## src/hw/rtl/sbi_pkg.sv

```systemverilog
// Shared types for the stored-block inflater: result kinds, error codes
// and the action entry passed from the parser to the result emitter.
// No dependencies.
package sbi_pkg;

  // Kind of one result item
  typedef enum logic [1:0] {
    KIND_DATA  = 2'd0,
    KIND_DONE  = 2'd1,
    KIND_ERROR = 2'd2
  } kind_e;

  // Error codes carried by an error result
  typedef enum logic [2:0] {
    ERR_NONE     = 3'd0,
    ERR_TRUNC    = 3'd1,
    ERR_LENCHK   = 3'd2,
    ERR_HUFF     = 3'd3,
    ERR_RESERVED = 3'd4
  } err_e;

  // Queue depth between parser and emitter
  localparam int unsigned QueueDepth = 4;
  localparam int unsigned PtrBits    = $clog2(QueueDepth);
  localparam int unsigned CntBits    = $clog2(QueueDepth + 1);

  // Reported byte count width
  localparam int unsigned ReportBits = 32;

  // One parsed item: an optional data byte, then an optional done/error result
  typedef struct packed {
    logic                  data_vld;
    logic [7:0]            data;
    logic                  tail_vld;
    kind_e                 tail_kind;
    err_e                  err;
    logic [ReportBits-1:0] count;
  } entry_t;

endpackage

```

## src/hw/rtl/sbi_front.sv

```systemverilog
// Stream parser: accepts compressed bytes, tracks header, length and data
// phases, and pushes one action entry per byte that causes results.
// Depends on sbi_pkg.
module sbi_front #(
  parameter int unsigned COUNT_BITS = 32
) (
  input  logic           clk_i,
  input  logic           rst_ni,
  input  logic           in_valid_i,
  input  logic [7:0]     in_byte_i,
  input  logic           end_of_stream_i,
  input  logic           q_full_i,
  output logic           push_o,
  output sbi_pkg::entry_t entry_o
);

  typedef enum logic [3:0] {
    PH_HDR0, PH_HDR1, PH_DICT, PH_BLOCK, PH_LEN0,
    PH_LEN1, PH_NLEN0, PH_NLEN1, PH_DATA, PH_HALT
  } phase_e;

  localparam logic [1:0] TypeStored  = 2'd0;
  localparam logic [1:0] TypeFixed   = 2'd1;
  localparam logic [1:0] TypeDynamic = 2'd2;
  localparam int unsigned DictFlagBit = 5;
  localparam logic [2:0] DictBytes   = 3'd4;

  phase_e                phase_q, phase_d;
  logic                  final_q, final_d;
  logic [15:0]           len_q, len_d;
  logic [7:0]            nlen_lo_q, nlen_lo_d;
  logic [15:0]           left_q, left_d;
  logic [2:0]            hdr_left_q, hdr_left_d;
  logic [COUNT_BITS-1:0] total_q, total_d;

  logic                  accept;
  logic                  done;
  sbi_pkg::err_e         err;
  logic [1:0]            btype;
  logic [63:0]           total_wide;
  sbi_pkg::entry_t       ent;

  assign accept = in_valid_i && !q_full_i;
  assign btype  = in_byte_i[2:1];

  // Advance the parser by one byte
  always_comb begin
    phase_d    = phase_q;
    final_d    = final_q;
    len_d      = len_q;
    nlen_lo_d  = nlen_lo_q;
    left_d     = left_q;
    hdr_left_d = hdr_left_q;
    total_d    = total_q;
    done       = 1'b0;
    err        = sbi_pkg::ERR_NONE;
    ent        = '0;
    ent.tail_kind = sbi_pkg::KIND_DATA;
    ent.err       = sbi_pkg::ERR_NONE;

    case (phase_q)
      PH_HDR0: begin
        if (end_of_stream_i) err = sbi_pkg::ERR_TRUNC;
        else phase_d = PH_HDR1;
      end
      PH_HDR1: begin
        if (end_of_stream_i) begin
          err = sbi_pkg::ERR_TRUNC;
        end else if (in_byte_i[DictFlagBit]) begin
          hdr_left_d = DictBytes;
          phase_d    = PH_DICT;
        end else begin
          phase_d = PH_BLOCK;
        end
      end
      PH_DICT: begin
        if (end_of_stream_i) begin
          err = sbi_pkg::ERR_TRUNC;
        end else begin
          hdr_left_d = hdr_left_q - 3'd1;
          if (hdr_left_q == 3'd1) phase_d = PH_BLOCK;
        end
      end
      PH_BLOCK: begin
        final_d = in_byte_i[0];
        if (btype inside {TypeFixed, TypeDynamic}) err = sbi_pkg::ERR_HUFF;
        else if (btype != TypeStored) err = sbi_pkg::ERR_RESERVED;
        else if (end_of_stream_i) err = sbi_pkg::ERR_TRUNC;
        else phase_d = PH_LEN0;
      end
      PH_LEN0: begin
        len_d = {8'h00, in_byte_i};
        if (end_of_stream_i) err = sbi_pkg::ERR_TRUNC;
        else phase_d = PH_LEN1;
      end
      PH_LEN1: begin
        len_d = {in_byte_i, len_q[7:0]};
        if (end_of_stream_i) err = sbi_pkg::ERR_TRUNC;
        else phase_d = PH_NLEN0;
      end
      PH_NLEN0: begin
        nlen_lo_d = in_byte_i;
        if (end_of_stream_i) err = sbi_pkg::ERR_TRUNC;
        else phase_d = PH_NLEN1;
      end
      PH_NLEN1: begin
        if ((len_q ^ {in_byte_i, nlen_lo_q}) != 16'hFFFF) begin
          err = sbi_pkg::ERR_LENCHK;
        end else if (end_of_stream_i) begin
          err = sbi_pkg::ERR_TRUNC;
        end else if (len_q == 16'd0) begin
          if (final_q) begin
            done    = 1'b1;
            phase_d = PH_HALT;
          end else begin
            phase_d = PH_BLOCK;
          end
        end else begin
          left_d  = len_q;
          phase_d = PH_DATA;
        end
      end
      PH_DATA: begin
        if (end_of_stream_i) begin
          err = sbi_pkg::ERR_TRUNC;
        end else begin
          ent.data_vld = 1'b1;
          ent.data     = in_byte_i;
          if (total_q != '1) total_d = total_q + COUNT_BITS'(1);
          left_d = left_q - 16'd1;
          if (left_q == 16'd1) begin
            if (final_q) begin
              done    = 1'b1;
              phase_d = PH_HALT;
            end else begin
              phase_d = PH_BLOCK;
            end
          end
        end
      end
      default: begin
        // drop bytes after success or error
      end
    endcase

    // Saturate the running total into the reported width
    total_wide = 64'(total_d);

    if (err != sbi_pkg::ERR_NONE) begin
      ent.tail_vld  = 1'b1;
      ent.tail_kind = sbi_pkg::KIND_ERROR;
      ent.err       = err;
      phase_d       = PH_HALT;
    end else if (done) begin
      ent.tail_vld  = 1'b1;
      ent.tail_kind = sbi_pkg::KIND_DONE;
      ent.count     = (|total_wide[63:32]) ? '1 : total_wide[31:0];
    end

    // Rearm for a new stream after its last byte
    if (end_of_stream_i) begin
      phase_d    = PH_HDR0;
      final_d    = 1'b0;
      len_d      = '0;
      nlen_lo_d  = '0;
      left_d     = '0;
      hdr_left_d = '0;
      total_d    = '0;
    end
  end

  assign push_o  = accept && (ent.data_vld || ent.tail_vld);
  assign entry_o = ent;

  // Hold parser state between accepted bytes
  always_ff @(posedge clk_i or negedge rst_ni) begin
    if (!rst_ni) begin
      phase_q    <= PH_HDR0;
      final_q    <= 1'b0;
      len_q      <= '0;
      nlen_lo_q  <= '0;
      left_q     <= '0;
      hdr_left_q <= '0;
      total_q    <= '0;
    end else if (accept) begin
      phase_q    <= phase_d;
      final_q    <= final_d;
      len_q      <= len_d;
      nlen_lo_q  <= nlen_lo_d;
      left_q     <= left_d;
      hdr_left_q <= hdr_left_d;
      total_q    <= total_d;
    end
  end

`ifndef ASSERT_OFF
  a_dict_count: assert property (@(posedge clk_i) disable iff (!rst_ni)
    phase_q == PH_DICT |-> (hdr_left_q != 3'd0 && hdr_left_q <= DictBytes))
    else $error("dictionary byte count out of range");

  a_data_left: assert property (@(posedge clk_i) disable iff (!rst_ni)
    phase_q == PH_DATA |-> left_q != 16'd0)
    else $error("data phase with no bytes left");

  a_no_push_full: assert property (@(posedge clk_i) disable iff (!rst_ni)
    push_o |-> !q_full_i)
    else $error("push into full queue");
`endif

endmodule

```

## src/hw/rtl/sbi_queue.sv

```systemverilog
// Short queue of parsed action entries between parser and emitter.
// Depends on sbi_pkg.
module sbi_queue (
  input  logic            clk_i,
  input  logic            rst_ni,
  input  logic            push_i,
  input  sbi_pkg::entry_t entry_i,
  output logic            full_o,
  input  logic            pop_i,
  output logic            empty_o,
  output sbi_pkg::entry_t head_o
);

  sbi_pkg::entry_t                   mem_q [sbi_pkg::QueueDepth];
  logic [sbi_pkg::PtrBits-1:0]       wr_ptr_q, rd_ptr_q;
  logic [sbi_pkg::CntBits-1:0]       cnt_q;
  logic                              do_push, do_pop;

  assign full_o  = cnt_q == sbi_pkg::CntBits'(sbi_pkg::QueueDepth);
  assign empty_o = cnt_q == '0;
  assign head_o  = mem_q[rd_ptr_q];
  assign do_push = push_i && !full_o;
  assign do_pop  = pop_i && !empty_o;

  // Store entries
  always_ff @(posedge clk_i) begin
    if (do_push) mem_q[wr_ptr_q] <= entry_i;
  end

  // Advance pointers and occupancy
  always_ff @(posedge clk_i or negedge rst_ni) begin
    if (!rst_ni) begin
      wr_ptr_q <= '0;
      rd_ptr_q <= '0;
      cnt_q    <= '0;
    end else begin
      if (do_push) wr_ptr_q <= wr_ptr_q + sbi_pkg::PtrBits'(1);
      if (do_pop)  rd_ptr_q <= rd_ptr_q + sbi_pkg::PtrBits'(1);
      if (do_push && !do_pop)      cnt_q <= cnt_q + sbi_pkg::CntBits'(1);
      else if (do_pop && !do_push) cnt_q <= cnt_q - sbi_pkg::CntBits'(1);
    end
  end

`ifndef ASSERT_OFF
  a_cnt_range: assert property (@(posedge clk_i) disable iff (!rst_ni)
    cnt_q <= sbi_pkg::CntBits'(sbi_pkg::QueueDepth))
    else $error("queue occupancy exceeds depth");

  a_ptr_gap: assert property (@(posedge clk_i) disable iff (!rst_ni)
    (cnt_q != '0 && cnt_q != sbi_pkg::CntBits'(sbi_pkg::QueueDepth))
      |-> wr_ptr_q != rd_ptr_q)
    else $error("queue pointers disagree with occupancy");
`endif

endmodule

```

## src/hw/rtl/sbi_back.sv

```systemverilog
// Result emitter: turns the head queue entry into one or two result items,
// the data byte first and the done or error result after it.
// Depends on sbi_pkg.
module sbi_back (
  input  logic                           clk_i,
  input  logic                           rst_ni,
  input  logic                           empty_i,
  input  sbi_pkg::entry_t                head_i,
  output logic                           pop_o,
  output logic                           out_valid_o,
  input  logic                           out_stall_i,
  output logic [1:0]                     kind_o,
  output logic [7:0]                     data_byte_o,
  output logic [2:0]                     error_code_o,
  output logic [sbi_pkg::ReportBits-1:0] byte_count_o,
  output logic                           last_of_run_o
);

  logic sent_data_q;
  logic show_data;
  logic accept;

  assign show_data   = head_i.data_vld && !sent_data_q;
  assign out_valid_o = !empty_i;
  assign accept      = out_valid_o && !out_stall_i;
  assign pop_o       = accept && last_of_run_o;

  // Select the current result of the head entry
  always_comb begin
    if (show_data) begin
      kind_o        = sbi_pkg::KIND_DATA;
      data_byte_o   = head_i.data;
      error_code_o  = sbi_pkg::ERR_NONE;
      byte_count_o  = '0;
      last_of_run_o = !head_i.tail_vld;
    end else begin
      kind_o        = head_i.tail_kind;
      data_byte_o   = '0;
      error_code_o  = (head_i.tail_kind == sbi_pkg::KIND_ERROR) ? head_i.err
                                                               : sbi_pkg::ERR_NONE;
      byte_count_o  = (head_i.tail_kind == sbi_pkg::KIND_DONE) ? head_i.count : '0;
      last_of_run_o = 1'b1;
    end
  end

  // Mark the data byte sent while its tail result waits
  always_ff @(posedge clk_i or negedge rst_ni) begin
    if (!rst_ni) begin
      sent_data_q <= 1'b0;
    end else if (accept) begin
      sent_data_q <= !last_of_run_o;
    end
  end

`ifndef ASSERT_OFF
  a_sent_has_tail: assert property (@(posedge clk_i) disable iff (!rst_ni)
    sent_data_q |-> (!empty_i && head_i.data_vld && head_i.tail_vld))
    else $error("pending tail result without a two-result entry");
`endif

endmodule

```

## src/hw/rtl/stored_block_inflater.sv

```systemverilog
// Stored-block inflater top level: parser, action queue and result emitter.
// Depends on sbi_pkg, sbi_front, sbi_queue and sbi_back.
//
// Usage:
//   Input channel (in_valid_i / in_stall_o) takes one compressed byte per
//   item with end_of_stream_i marking the last byte of a stream. Output
//   channel (out_valid_o / out_stall_i) gives result items: data bytes,
//   a done result with the byte count, or an error with its code;
//   last_of_run_o flags the last result caused by one input byte.
//   Throughput: one input byte per cycle while in_stall_o is low. A byte
//   that causes results is written to the queue and shows its first
//   result from there; a byte with two results holds the output for both.
//   The parser advances once per accepted byte; the output side drains one
//   result per cycle while out_stall_i is low. A four-entry queue separates
//   the parser from the output, so input keeps flowing while results wait.
//   When the receiver stalls, the queue fills and in_stall_o rises once it
//   is full; bytes that cause no result still need a free slot to be taken.
//   Reset empties the queue and returns the parser to the first header byte
//   of a new stream; the block is ready as soon as reset is released.
module stored_block_inflater #(
  parameter int unsigned COUNT_BITS = 32
) (
  input  logic        clk_i,
  input  logic        rst_ni,
  input  logic        in_valid_i,
  output logic        in_stall_o,
  input  logic [7:0]  in_byte_i,
  input  logic        end_of_stream_i,
  output logic        out_valid_o,
  input  logic        out_stall_i,
  output logic [1:0]  kind_o,
  output logic [7:0]  data_byte_o,
  output logic [2:0]  error_code_o,
  output logic [31:0] byte_count_o,
  output logic        last_of_run_o
);

  logic            push;
  logic            pop;
  logic            q_full;
  logic            q_empty;
  sbi_pkg::entry_t entry;
  sbi_pkg::entry_t head;

  assign in_stall_o = q_full;

  sbi_front #(
    .COUNT_BITS(COUNT_BITS)
  ) u_front (
    .clk_i          (clk_i),
    .rst_ni         (rst_ni),
    .in_valid_i     (in_valid_i),
    .in_byte_i      (in_byte_i),
    .end_of_stream_i(end_of_stream_i),
    .q_full_i       (q_full),
    .push_o         (push),
    .entry_o        (entry)
  );

  sbi_queue u_queue (
    .clk_i  (clk_i),
    .rst_ni (rst_ni),
    .push_i (push),
    .entry_i(entry),
    .full_o (q_full),
    .pop_i  (pop),
    .empty_o(q_empty),
    .head_o (head)
  );

  sbi_back u_back (
    .clk_i        (clk_i),
    .rst_ni       (rst_ni),
    .empty_i      (q_empty),
    .head_i       (head),
    .pop_o        (pop),
    .out_valid_o  (out_valid_o),
    .out_stall_i  (out_stall_i),
    .kind_o       (kind_o),
    .data_byte_o  (data_byte_o),
    .error_code_o (error_code_o),
    .byte_count_o (byte_count_o),
    .last_of_run_o(last_of_run_o)
  );

endmodule
```

## config.mk

```make
export PLATFORM = sky130hd
export DESIGN_NAME = stored_block_inflater
export DESIGN_NICKNAME = d
export VERILOG_FILES = /design/src/hw/rtl/sbi_pkg.sv /design/src/hw/rtl/sbi_front.sv /design/src/hw/rtl/sbi_queue.sv /design/src/hw/rtl/sbi_back.sv /design/src/hw/rtl/stored_block_inflater.sv
export SDC_FILE = /design/constraint.sdc
export NUM_CORES = 1
export LEC_CHECK = 0
export ABC_CLOCK_PERIOD_IN_PS = 7000
export BUFFER_PORTS_ARGS = -buffer_cell sky130_fd_sc_hd__buf_2
export CORE_ASPECT_RATIO = 0.6
export CORE_MARGIN = 5
export CORE_UTILIZATION = 50
export CTS_CLUSTER_DIAMETER = 30
export DETAILED_ROUTE_END_ITERATION = 8
export PLACE_DENSITY_LB_ADDON = 0.2
export SLEW_MARGIN = 20
export SYNTH_ARGS = -nofsm -noshare
export SYNTH_HDL_FRONTEND = slang
export SYNTH_SLANG_ARGS = --single-unit
```

## constraint.sdc

```tcl
create_clock -name clk_i -period 7 [get_ports clk_i]
set_input_delay 0.7 -clock clk_i [delete_from_list [all_inputs] [get_ports clk_i]]
set_output_delay 0.7 -clock clk_i [all_outputs]
set_load 0.1 [all_outputs]
```

## Word level (Yosys, flattened, before mapping)

Memories as Yosys holds them, arrays and structs flattened.
Cells that the tools add are included.

- Memories kept: 1
- Bits in writable memories: 188
- Output and inout bits: 48
- Input port bits: 13
- Register bits after elaboration: 88

- Bitwise gates (word level): 1
- Muxes and demuxes: 58
- Add/sub/neg operators: 7
- Equal/unequal tests: 26
- Reductions and logical operators: 40

Memories:

| name | words | width | read ports | clocked after memory_dff | wr ports | RTL line | source |
|---|---|---|---|---|---|---|---|
| u_queue.mem_q | 4 | 47 | 1 | 0 | 1 | sbi_queue.sv:14 | `sbi_pkg::entry_t mem_q [sbi_pkg::QueueDepth];` |

Operators by type and width:

| kind | number |
|---|---|
| two-way mux 32 bit | 8 |
| two-way mux 16 bit | 4 |
| case mux 16 bit (2 select lines) | 2 |
| two-way mux 3 bit | 12 |
| two-way mux 4 bit | 9 |
| case mux 4 bit (9 select lines) | 1 |
| adder 32 x 1 -> 32 bit (second input constant) | 1 |
| != test 32 bit (second input constant) | 1 |
| two-way mux 8 bit | 3 |
| two-way mux 9 bit | 2 |
| equality test 16 x 1 -> 1 bit (second input constant) | 1 |
| equality test 4 x 3 -> 1 bit (second input constant) | 4 |
| zero test 16 bit | 1 |
| != test 16 bit (second input constant) | 1 |
| subtractor 16 x 1 -> 16 bit (second input constant) | 1 |
| XOR 16 bit | 1 |
| two-way mux 1 bit | 13 |
| != test 4 bit (second input constant) | 3 |
| nonzero test 2 bit | 6 |
| nonzero test 3 bit | 4 |
| nonzero test 11 bit | 1 |
| logical AND 1 bit | 9 |
| != test 3 bit (second input constant) | 3 |
| case mux 3 bit (3 select lines) | 1 |
| 24 further kinds | 40 |

## Longest topological paths before layout

Gate-level depths: netlist of run 1.

- Depth after elaboration: 14
- Depth in mapped cells: 13
- Mapped depth without buffers: 13

## Cells and area by module

A second synthesis of run 1 with hierarchy kept.

- Cells, all modules: 1,038
- Area total of the unflattened synthesis: 13,466.7 um^2

By module, submodules not included:

| module | area an instance (um^2) | times used | cells an instance |
|---|---|---|---|
| sbi_queue | 7,223.2 | 1 | 282 |
| sbi_front | 5,554.1 | 1 | 695 |
| sbi_back | 689.4 | 1 | 61 |

## Least setup slack after synthesis of run 1

Ideal clock, no wire load.

- Path kind: register -> register
- From: register u_queue.cnt_q[0] (netlist bit)
- To: memory u_queue.mem_q[0][0] (netlist bit) (enable)
- Data required time: 6.528 ns
- Setup time: 0.472 ns
- Clock period less this slack: 4.564 ns
- Data arrival time: 4.093 ns
- Stages on the path, launching flop included: 6
- Buffers on the path: 1
- Setup slack: 2.436 ns
- Cell sequence: dfrtp_1 nor3b_1 nand2b_1 clkbuf_1 a31oi_4 and2_1

- Cells in the longest elaborated chain, start to end: 7

RTL lines:

| what | RTL line | source |
|---|---|---|
| start: declaration | sbi_queue.sv:16 | `logic [sbi_pkg::CntBits-1:0] cnt_q;` |
| start signal: assignment | sbi_queue.sv:39 | `if (do_push && !do_pop) cnt_q <= cnt_q + sbi_pkg::CntBits'(1);` |
| start signal: assignment | sbi_queue.sv:40 | `else if (do_pop && !do_push) cnt_q <= cnt_q - sbi_pkg::CntBits'(1);` |
| equality test 3 bit * | sbi_queue.sv:19 | `assign full_o = cnt_q == sbi_pkg::CntBits'(sbi_pkg::QueueDepth);` |
| via in_stall_o | stored_block_inflater.sv:26 | `output logic in_stall_o,` |
| zero test 1 bit * | sbi_front.sv:43, sbi_queue.sv:22 |  |
| logical AND 1 bit | sbi_front.sv:43 | `assign accept = in_valid_i && !q_full_i;` |
| logical AND 1 bit | sbi_front.sv:172 | `assign push_o = accept && (ent.data_vld \|\| ent.tail_vld);` |
| logical AND 1 bit * | sbi_queue.sv:22 | `assign do_push = push_i && !full_o;` |
| via u_queue.do_push | sbi_queue.sv:17 | `logic do_push, do_pop;` |
| two-way mux 1 bit * | sbi_queue.sv:27 | `if (do_push) mem_q[wr_ptr_q] <= entry_i;` |
| two-way mux 1 bit (not written as such) * | sbi_queue.sv:27 |  |
| end: declaration | sbi_queue.sv:14 |  |

Mark *: on every way through the listed nets, which the timed path passes. The rest lies on a longest branch.

## Final worst setup path of run 1

- From: register u_queue.rd_ptr_q[0] (netlist bit)
- To: output port byte_count_o[19]

- Cells in the longest elaborated chain, start to end: 4
- Elaborated cells between the ends (all ways): 5

RTL lines:

| what | RTL line | source |
|---|---|---|
| start: declaration | sbi_queue.sv:15 | `logic [sbi_pkg::PtrBits-1:0] wr_ptr_q, rd_ptr_q;` |
| start signal: assignment | sbi_queue.sv:38 | `if (do_pop) rd_ptr_q <= rd_ptr_q + sbi_pkg::PtrBits'(1);` |
| memory (4 x 47 bit) * | - |  |
| equality test 2 x 1 -> 1 bit | sbi_back.sv:41 | `byte_count_o = (head_i.tail_kind == sbi_pkg::KIND_DONE) ? head_i.count : '0;` |
| two-way mux 32 bit | sbi_back.sv:41 |  |
| two-way mux 32 bit * | sbi_back.sv:30 | `if (show_data) begin` |
| end: declaration | stored_block_inflater.sv:34 | `output logic [31:0] byte_count_o,` |

Mark *: on every way between the ends. The rest lies on a longest branch, timed or not.

==> results.json, run 1 <==
{
  "status": "finished, final reports clean",
  "irDropWorstVdd_v": 0.000230,
  "wl_per_cell_um": 20.6,
  "maxCapViolations": 0,
  "cp.arrival_ns": 3.48,
  "hold_viol_final": 0,
  "cpPeakStageDelay_ns": 0.65,
  "numCtsBuffers": 41,
  "synth_edf_count": 188,
  "fmax_mhz": 239,
  "clock-sinks": 276,
  "cp_max_fo": 35,
  "hold_path_class": "primary input to async pin",
  "power_switching_mw": 2.69,
  "drt_iter0_drc": 755,
  "synthesis.area_mm2": 0.0131,
  "grt_pass1_vias": 8288,
  "multi_input_area_mm2": 0.00498,
  "clkTransAtPathRegs_ns": 0.06,
  "rows": 45,
  "fin_total_pwr_mw": 6.71,
  "coreArea_mm2": 0.0256,
  "synth-simple-area-share_pct": 15.4,
  "synth_mux_area_share_pct": 10.4,
  "htree_levels": 2,
  "p_seq_share_pct": 33.0,
  "postSynthCellCount": 1030,
  "synth_xor_area_share_pct": 3.48,
  "die_y_um": 135,
  "dp_hpwl_mm": 19.8,
  "diodes": 0,
  "ant_nets": 0,
  "ys_seq_area_share_pct": 59.9,
  "gp_congestion": 0.902,
  "crit_path_top_delay_cell": "buf_4",
  "yosys.area_share.adder_pct": 1.30,
  "grt_pass1_wl_mm": 48.5,
  "cts_setup_buffers": 0,
  "dr.pass1.iters": 5,
  "fill_cells": 2043,
  "fin_cells": 1469,
  "end_kind": "output pin",
  "timing.final.crit_share_pct": 59.7,
  "syn-num-nets": 1056,
  "cpMostUsedCell": "buf_4",
  "tightestPinTransition_ns": 1.08,
  "grt_max_degree": 74,
  "syn_avg_cell_area_um2": 12.7,
  "initial_core_util_pct": 51.3,
  "finalCriticalPeriod_ns": 4.18,
  "cts_resized": 0,
  "power.share.combinational_pct": 36.1,
  "synth-seq-cells": 276,
  "ioPinCount": 61,
  "regArea_mm2": 0.00785,
  "power.density_mw_per_mm2": 443,
  "overflow": 0,
  "final.setup.tns_ns": 0,
  "rsz0062_at_grt": "false",
  "ys.flop_type": "edfxtp_1",
  "drt-total-wl_mm": 30.3,
  "max-slew-margin-rel_pct": 27.8,
  "die-area_mm2": 0.0297,
  "synth_compound_area_share_pct": 7.25,
  "placed_cells": 1394,
  "cp_top_family": "buffers and inverters",
  "cp-start-kind": "flip-flop",
  "crit_type": "flip-flop to output pin",
  "root_buffer": "clkbuf_16",
  "yosys_warnings": 0,
  "antenna_found_initial": 0,
  "synth_top_family_by_area": "simple AND/OR/NAND/NOR gates",
  "async_flop_share_pct": 31.9,
  "vias": 8550,
  "worst-path-buf-inv": 3,
  "cts_tree": "yes",
  "die_w_um": 219,
  "drc": 0,
  "clk_latency_ns": 0.53,
  "ctsHoldBuffers": 0,
  "cp_cell_sequence": "buf_4 -> mux4_2 -> nand2b_1 -> buf_4 -> nor2b_1 -> buf_2",
  "final-setup-viol-count": 0,
  "sw_frac_of_total_pct": 40.1,
  "p_clk_share_pct": 30.9,
  "nets": 1111,
  "clk_path_buf_depth": 3,
  "area_growth_pct": 15.6,
  "r2r_setup_slack_ns": 3.03,
  "final_cell_mix": "edfxtp_1, nand2_1, nor2_1, dfrtp_1, o21ai_0",
  "p_int_mw": 4.02,
  "fin_util_pct": 59.3,
  "synth_cell_types": 66,
  "fin_skew_ns": 0.0179,
  "required_ns": 6.30,
  "io_buffers": 60,
  "final_common_cell": "edfxtp_1",
  "cellLeakagePower_nw": 5.58,
  "track_usage_pct": 20.9,
  "finalMaxSlewViolations": 0,
  "drive_gt1_share_pct": 19.3,
  "finalInstanceArea_mm2": 0.0152,
  "placed_area_mm2": 0.0137,
  "vias_per_cell": 5.82
}
## synth_stat cells, drive strengths merged, types with 28 or more instances
cell type / n / share of area [%]
mux4: 47 / 8.1
edfxtp: 188 / 43
xnor2: 33 / 2.2
nand2: 102 / 2.9
clkbuf: 48 / 1.4
nor2b: 48 / 2.3
dfrtp: 88 / 17
nor2: 88 / 2.5
o21ai: 70 / 2.7
mux2i: 28 / 2.1
## state kept, by name (all words and copies together) (netlist names)
name / flops
u_front.phase_q: 4
u_front.left_q: 16
u_front.final_q: 1
u_back.sent_data_q: 1
u_queue.mem_q: 188
u_queue.rd_ptr_q: 2
u_front.hdr_left_q: 3
u_front.nlen_lo_q: 8
u_queue.cnt_q: 3
u_front.total_q: 32
u_front.len_q: 16
u_queue.wr_ptr_q: 2
## worst paths after layout
| kind | end | cells past startpoint | startpoint |
|---|---|---|---|
| setup reg to reg | u_queue.mem_q[3][20]$_DFFE_PP_ | 5 | u_front.phase_q[1]$_DFFE_PN0P_ |
| setup / recovery | byte_count_o[19] | 6 | u_queue.rd_ptr_q[0]$_DFFE_PN0P_ |
| max in group asynchronous | u_queue.rd_ptr_q[0]$_DFFE_PN0P_ | 2 | rst_ni |
| hold / removal | u_front.nlen_lo_q[5]$_DFFE_PN0P_ | 1 | rst_ni |
| min in group clk_i | u_back.sent_data_q$_DFFE_PN0P_ | 2 | out_stall_i |
| hold reg to reg | u_queue.cnt_q[2]$_DFFE_PN0P_ | 1 | u_queue.cnt_q[2]$_DFFE_PN0P_ |
## final cells by class
class	instances	share of cell area, %
Clock buffer	49	7.45
Tap cell	352	2.91
Inverter	18	0.446
Multi-Input combinational cell	676	32.9
Timing Repair Buffer	72	2.59
Clock inverter	26	1.88
Sequential cell	276	51.8
## power groups by stage
stage | Combinational [mW] | Sequential, mW | Clock (mW)
3_5_place_dp | 2.43 | 2.24 | 0
4_1_cts | 2.44 | 2.21 | 2.11
2_1_floorplan | 2.03 | 2.13 | 0
5_1_grt | 2.60 | 2.24 | 2.19
6_report | 2.42 | 2.21 | 2.07
3_3_place_gp | 2.41 | 2.23 | 0
## layer usage
metal / track usage (%) / up-vias / wire (um)
met2: 28.6 / 266 / 12400
met4: 4.81 / 0 / 416
li1: - / 3951 / -
met5: 0 / - / 0
met3: 4.62 / 38 / 2190
met1: 34.0 / 4295 / 15200
## per-stage QoR
step | setup slack [ns] | hold slack [ns]
global route | 2.55 | 0.172
CTS | 2.71 | 0.146
finish | 2.82 | 0.142
global placement | 2.90 | 0.478
floorplan | 2.44 | 0.404
detailed placement | 2.77 | 0.479
## cells by family after synthesis
kind of cell	Yosys count
XOR/XNOR	52
flip-flops	276
AO/OA/AOI/OAI	147
AND/OR/NAND/NOR	387
adder cells (fa/ha/maj)	13
multiplexers	77
buffers and inverters	78
Power figures use the tool's default switching activity.
==> inputs of run 2 (changes only) <==
--- a/config.mk
+++ b/config.mk
@@ -5,7 +5,7 @@
 export SDC_FILE = /design/constraint.sdc
 export NUM_CORES = 1
 export LEC_CHECK = 0
-export ABC_CLOCK_PERIOD_IN_PS = 7000
+export ABC_CLOCK_PERIOD_IN_PS = 4000
 export BUFFER_PORTS_ARGS = -buffer_cell sky130_fd_sc_hd__buf_2
 export CORE_ASPECT_RATIO = 0.6
 export CORE_MARGIN = 5
==> constraint.sdc (replaced) <==
create_clock -name clk_i -period 4 [get_ports clk_i]
set_input_delay 0.4 -clock clk_i [delete_from_list [all_inputs] [get_ports clk_i]]
set_output_delay 0.4 -clock clk_i [all_outputs]
set_load 0.1 [all_outputs]
==> results.json, run 2 (synthesis results as in run 1) <==
{
  "status": "finished, final reports clean",
  "fmax_mhz": 303,
  "multi_input_area_mm2": 0.00500,
  "die-area_mm2": 0.0297,
  "fin_cells": 1479,
  "tightestPinTransition_ns": 0.947,
  "cpPeakStageDelay_ns": 0.44,
  "final_common_cell": "edfxtp_1",
  "fill_cells": 1973,
  "nets": 1123,
  "placed_area_mm2": 0.0144,
  "crit_path_top_delay_cell": "dfrtp_1",
  "clock-sinks": 276,
  "cp.arrival_ns": 3.74,
  "diodes": 0,
  "hold_path_class": "primary input to async pin",
  "max-slew-margin-rel_pct": 36.8,
  "irDropWorstVdd_v": 0.000512,
  "vias": 8548,
  "required_ns": 4.44,
  "coreArea_mm2": 0.0256,
  "maxCapViolations": 0,
  "p_int_mw": 7.23,
  "numCtsBuffers": 41,
  "power.density_mw_per_mm2": 763,
  "cp_cell_sequence": "xnor2_1 -> nor4_1 -> nand4_1 -> or3_1 -> a31oi_4 -> ha_1 -> inv_1 -> fa_1 -> xor2_1 -> nor2_1 -> xor2_1",
  "clk_path_buf_depth": 3,
  "rsz0062_at_grt": "false",
  "vias_per_cell": 5.78,
  "grt_pass1_wl_mm": 47.6,
  "clkTransAtPathRegs_ns": 0.05,
  "fin_skew_ns": 0.0224,
  "holdWs_ns": 0.0123,
  "final-setup-viol-count": 0,
  "cts_resized": 0,
  "reg_top3": "u_queue.mem_q (188), u_front.total_q (32)",
  "timing.final.crit_share_pct": 82.4,
  "cp_max_fo": 7,
  "end_kind": "flip-flop",
  "final_cell_mix": "edfxtp_1, nand2_1, nor2_1, dfrtp_1, o21ai_0",
  "dr.pass1.iters": 7,
  "fin_total_pwr_mw": 12.0,
  "drc": 0,
  "root_buffer": "clkbuf_16",
  "area_growth_pct": 19.6,
  "finalInstanceArea_mm2": 0.0157,
  "ant_nets": 0,
  "power.share.combinational_pct": 39.5,
  "antenna_found_initial": 0,
  "ioPinCount": 61,
  "wl_per_cell_um": 20.1,
  "overflow": 0,
  "grt_pass1_vias": 8331,
  "hold_viol_final": 0,
  "largest_reg_flops": 188,
  "placed_cells": 1406,
  "htree_levels": 2,
  "reg2regPathDepth": 11,
  "rows": 45,
  "gp_congestion": 0.890,
  "track_usage_pct": 20.4,
  "cp-start-kind": "flip-flop",
  "p_clk_share_pct": 28.3,
  "clk_latency_ns": 0.53,
  "ctsHoldBuffers": 0,
  "cellLeakagePower_nw": 5.70,
  "die_y_um": 135,
  "cts_setup_buffers": 0,
  "dp_hpwl_mm": 19.7,
  "top_register": "u_queue.mem_q",
  "sw_frac_of_total_pct": 39.5,
  "drt_iter0_drc": 739,
  "cpMostUsedCell": "xor2_1",
  "finalCriticalPeriod_ns": 3.30,
  "cts_tree": "yes",
  "crit_type": "flip-flop to flip-flop",
  "io_buffers": 60,
  "grt_max_degree": 73,
  "regArea_mm2": 0.00785,
  "p_seq_share_pct": 32.3,
  "initial_core_util_pct": 51.3,
  "power_switching_mw": 4.72,
  "drive_gt1_share_pct": 20.7,
  "finalMaxSlewViolations": 0,
  "die_w_um": 219,
  "drt-total-wl_mm": 29.8
}
==> run 2: cell types whose count changed in the layout (fill, tap and decap cells not counted), moves of 4 or more <==
| cell | before | now |
|---|---|---|
| clkinv_2 | 1 | 5 |
| clkinv_4 | 6 | 2 |
| clkinv_1 | 2 | 6 |
| nor2b_2 | 0 | 9 |
| nor2b_1 | 48 | 39 |
| buf_4 | 13 | 22 |
| buf_2 | 59 | 27 |
| buf_12 | 0 | 35 |
==> run 2: power groups by stage <==
stage               Combinational [mW]  Clock, mW  Sequential [mW]
finish                            4.72       3.38             3.86
global route                      5.02       3.60             3.91
global placement                  4.70          0             3.89
detailed placement                4.73          0             3.90
floorplan                         3.58          0             3.74
CTS                               4.74       3.45             3.85
==> run 2: final cells by class <==
class | count | share of cell area (%)
timing repair buffer | 84 | 6.39
multi-input combinational | 676 | 31.9
clock inverter | 27 | 1.48
clock buffer | 46 | 6.86
sequential | 276 | 50.1
tap | 352 | 2.81
inverter | 18 | 0.431
==> run 2: stage by stage <==
step | worst slack, ns | utilization [%] | TNS (ns)
after floorplan | -0.163 | - | -3.85
after global placement | 0.699 | 56.2 | 0
after detailed placement | 0.662 | 56.2 | 0
after CTS | 0.669 | 61.3 | 0
after global routing | 0.524 | 61.3 | 0
final | 0.704 | 61.3 | 0
==> run 2: critical path: cells and delay by family (launching register included) <==
kind                     cells  cell delay [ns]
AO/OA/AOI/OAI                1             0.33
XOR/XNOR                     3             0.48
adder cells (fa/ha/maj)      2             0.67
buffers and inverters        1             0.07
flip-flops                   1             0.44
AND/OR/NAND/NOR              4             1.23
==> run 2: path summary, 6_finish.rpt <==
kind,slack (ns),end,startpoint
min reg2reg,0.49,u_queue.cnt_q[2]$_DFFE_PN0P_,u_queue.cnt_q[2]$_DFFE_PN0P_
max,0.70,u_queue.cnt_q[2]$_DFFE_PN0P_,u_front.len_q[7]$_DFFE_PN0P_
min in group clk_i,0.11,u_back.sent_data_q$_DFFE_PN0P_,out_stall_i
max reg2reg,0.70,u_queue.cnt_q[2]$_DFFE_PN0P_,u_front.len_q[7]$_DFFE_PN0P_
min,0.01,u_front.len_q[14]$_DFFE_PN0P_,rst_ni
max in group asynchronous,3.14,u_front.total_q[22]$_DFFE_PN0P_,rst_ni
==> run 2: layer usage <==
| metal | wire, um | vias up | global-route usage [%] |
|---|---|---|---|
| met3 | 2030 | 30 | 3.75 |
| met4 | 312 | 0 | 4.29 |
| li1 | - | 3968 | - |
| met5 | 0 | - | 0 |
| met1 | 15100 | 4254 | 33.7 |
| met2 | 12400 | 296 | 28.1 |
==> inputs of run 3 (changes only) <==
--- a/config.mk
+++ b/config.mk
@@ -5,7 +5,7 @@
 export SDC_FILE = /design/constraint.sdc
 export NUM_CORES = 1
 export LEC_CHECK = 0
-export ABC_CLOCK_PERIOD_IN_PS = 4000
+export ABC_CLOCK_PERIOD_IN_PS = 2900
 export BUFFER_PORTS_ARGS = -buffer_cell sky130_fd_sc_hd__buf_2
 export CORE_ASPECT_RATIO = 0.6
 export CORE_MARGIN = 5
==> constraint.sdc (replaced) <==
create_clock -name clk_i -period 2.9 [get_ports clk_i]
set_input_delay 0.29 -clock clk_i [delete_from_list [all_inputs] [get_ports clk_i]]
set_output_delay 0.29 -clock clk_i [all_outputs]
set_load 0.1 [all_outputs]
==> results.json, run 3 (synthesis results as in run 1) <==
{
  "clkTransAtPathRegs_ns": 0.06,
  "die_y_um": 135,
  "dr.pass1.iters": 5,
  "ant_nets": 0,
  "cp.arrival_ns": 2.59,
  "clk_path_buf_depth": 3,
  "cellLeakagePower_nw": 6.36,
  "clock-sinks": 276,
  "gp_congestion": 0.881,
  "worstSetupPathDepth": 8,
  "irDropWorstVdd_v": 0.000909,
  "timing.final.crit_share_pct": 99.2,
  "cts_tree": "yes",
  "finalMaxSlewViolations": 0,
  "dp_hpwl_mm": 20.3,
  "rsz0062_at_grt": "true",
  "nets": 1187,
  "power.density_mw_per_mm2": 1080,
  "coreArea_mm2": 0.0256,
  "crit_path_top_delay_cell": "mux4_2",
  "die-area_mm2": 0.0297,
  "track_usage_pct": 20.7,
  "fin_util_pct": 66.1,
  "reg2regPathDepth": 13,
  "drt-total-wl_mm": 30.4,
  "finalCriticalPeriod_ns": 2.88,
  "hold_viol_final": 0,
  "cp_top_family": "simple AND/OR/NAND/NOR gates",
  "diodes": 0,
  "htree_levels": 2,
  "fmax_mhz": 348,
  "end_kind": "output pin",
  "cp_max_fo": 8,
  "root_buffer": "clkbuf_16",
  "drc": 0,
  "overflow": 0,
  "clk_latency_ns": 0.52,
  "final_cell_mix": "edfxtp_1, nand2_1, nor2_1, dfrtp_1, buf_4",
  "final-setup-viol-count": 0,
  "vias_per_cell": 5.69,
  "top_register": "u_queue.mem_q",
  "worst-path-buf-inv": 3,
  "initial_core_util_pct": 51.3,
  "fin_skew_ns": 0.0175,
  "vias": 8783,
  "antenna_found_initial": 0,
  "area_growth_pct": 28.9,
  "grt_pass1_wl_mm": 48.5,
  "grt_max_degree": 60,
  "status": "finished, final reports clean",
  "cpPeakStageDelay_ns": 0.54,
  "cp-start-kind": "flip-flop",
  "hold_path_class": "primary input to flip-flop",
  "placed_area_mm2": 0.0152,
  "final_common_cell": "edfxtp_1",
  "met2_length_mm": 12.8,
  "dr.max_layer_used": "met4",
  "met3_length_mm": 2.18,
  "ioPinCount": 61,
  "drive_gt1_share_pct": 28.9,
  "finalInstanceArea_mm2": 0.0169,
  "maxCapViolations": 0,
  "max-slew-margin-rel_pct": 60.9,
  "tightestPinTransition_ns": 0.581,
  "hold_depth": 3,
  "reg_top3": "u_queue.mem_q (188), u_front.total_q (32)",
  "wl_per_cell_um": 19.7,
  "crit_type": "flip-flop to output pin",
  "numCtsBuffers": 40,
  "largest_reg_flops": 188,
  "die_w_um": 219,
  "drt_iter0_drc": 669,
  "io_buffers": 60,
  "grt_pass1_vias": 8561,
  "wl_met1_mm": 15.2,
  "cp_cell_sequence": "mux4_2 -> nand2b_4 -> buf_6 -> and2_4 -> nand2b_4 -> buf_12 -> nor2b_4 -> buf_12",
  "required_ns": 2.61,
  "rows": 45
}
==> run 3: changes by cell type in the layout (fill, tap and decap cells not counted), sizes merged, moves of 2 or more <==
cell         change
buf             +62
bufinv           +4
dlygate4sd3      +2
clkinv           -7
clkbuf           +5
clkinvlp         -2
==> run 3: worst paths after layout <==
check / start / to / slack, ns
max: u_queue.rd_ptr_q[0]$_DFFE_PN0P_ / byte_count_o[21] / 0.02
min: in_byte_i[7] / u_front.len_q[7]$_DFFE_PN0P_ / 0.16
max reg2reg: u_queue.rd_ptr_q[0]$_DFFE_PN0P_ / u_queue.cnt_q[1]$_DFFE_PN0P_ / 0.08
min reg2reg: u_front.left_q[10]$_DFFE_PN0P_ / u_front.left_q[10]$_DFFE_PN0P_ / 0.50
max in group asynchronous: rst_ni / u_front.total_q[7]$_DFFE_PN0P_ / 1.93
min in group asynchronous: rst_ni / u_front.nlen_lo_q[3]$_DFFE_PN0P_ / 0.27
==> run 3: cell type report <==
class | instances | area, um2
Multi-Input combinational cell | 676 | 5330
Tap cell | 352 | 440
Timing Repair Buffer | 149 | 1760
Inverter | 18 | 67.6
Fill cell | 1845 | 8670
Clock buffer | 50 | 1110
Clock inverter | 23 | 334
Sequential cell | 276 | 7850
==> run 3: timing repair <==
item | in CTS | in global routing
resized for setup | 7 | 12
buffers inserted | 7 | 5
setup endpoints to repair | 34 | 39
cloned | 1 | 0
hold buffers | 2 | 0
hold endpoints to repair | 30 | 0
pin swaps | 0 | 9
==> run 3: worst reg2reg max path: stages (launching register included) <==
cell      delay [ns]
dfrtp_4         0.45
mux4_2          0.55
nand2b_4        0.10
buf_4           0.11
buf_4           0.10
buf_4           0.09
nor2b_2         0.03
nor3_1          0.14
buf_4           0.17
inv_1           0.06
ha_2            0.19
inv_2           0.05
fa_2            0.41
mux2_2          0.26
==> run 3: power by group <==
part | total, mW | internal [mW] | switching [mW]
registers | 5.23 | 4.85 | 0.388
logic | 7.90 | 3.20 | 4.71
clock network | 5.13 | 3.30 | 1.83
total | 18.3 | 11.3 | 6.93
==> run 3: stage by stage <==
stage	hold slack (ns)	setup TNS (ns)	total power, mW	setup WS, ns	instances
6_report	0.156	0	18.3	0.0231	1544
2_1_floorplan	-0.00559	-0.421	10.5	-0.113	1030
3_5_place_dp	0.261	0	12.9	0.0180	1456
3_3_place_gp	0.267	0	12.8	0.0739	1456
4_1_cts	0.131	0	18.3	0.00444	1539
5_1_grt	0.148	-0.673	19.1	-0.0881	1544
==> run 3: metal layers <==
metal / vias up / track usage (%)
met3: 29 / 4.49
met5: - / 0
li1: 4098 / -
met4: 0 / 3.62
met1: 4367 / 33.5
met2: 289 / 29.0
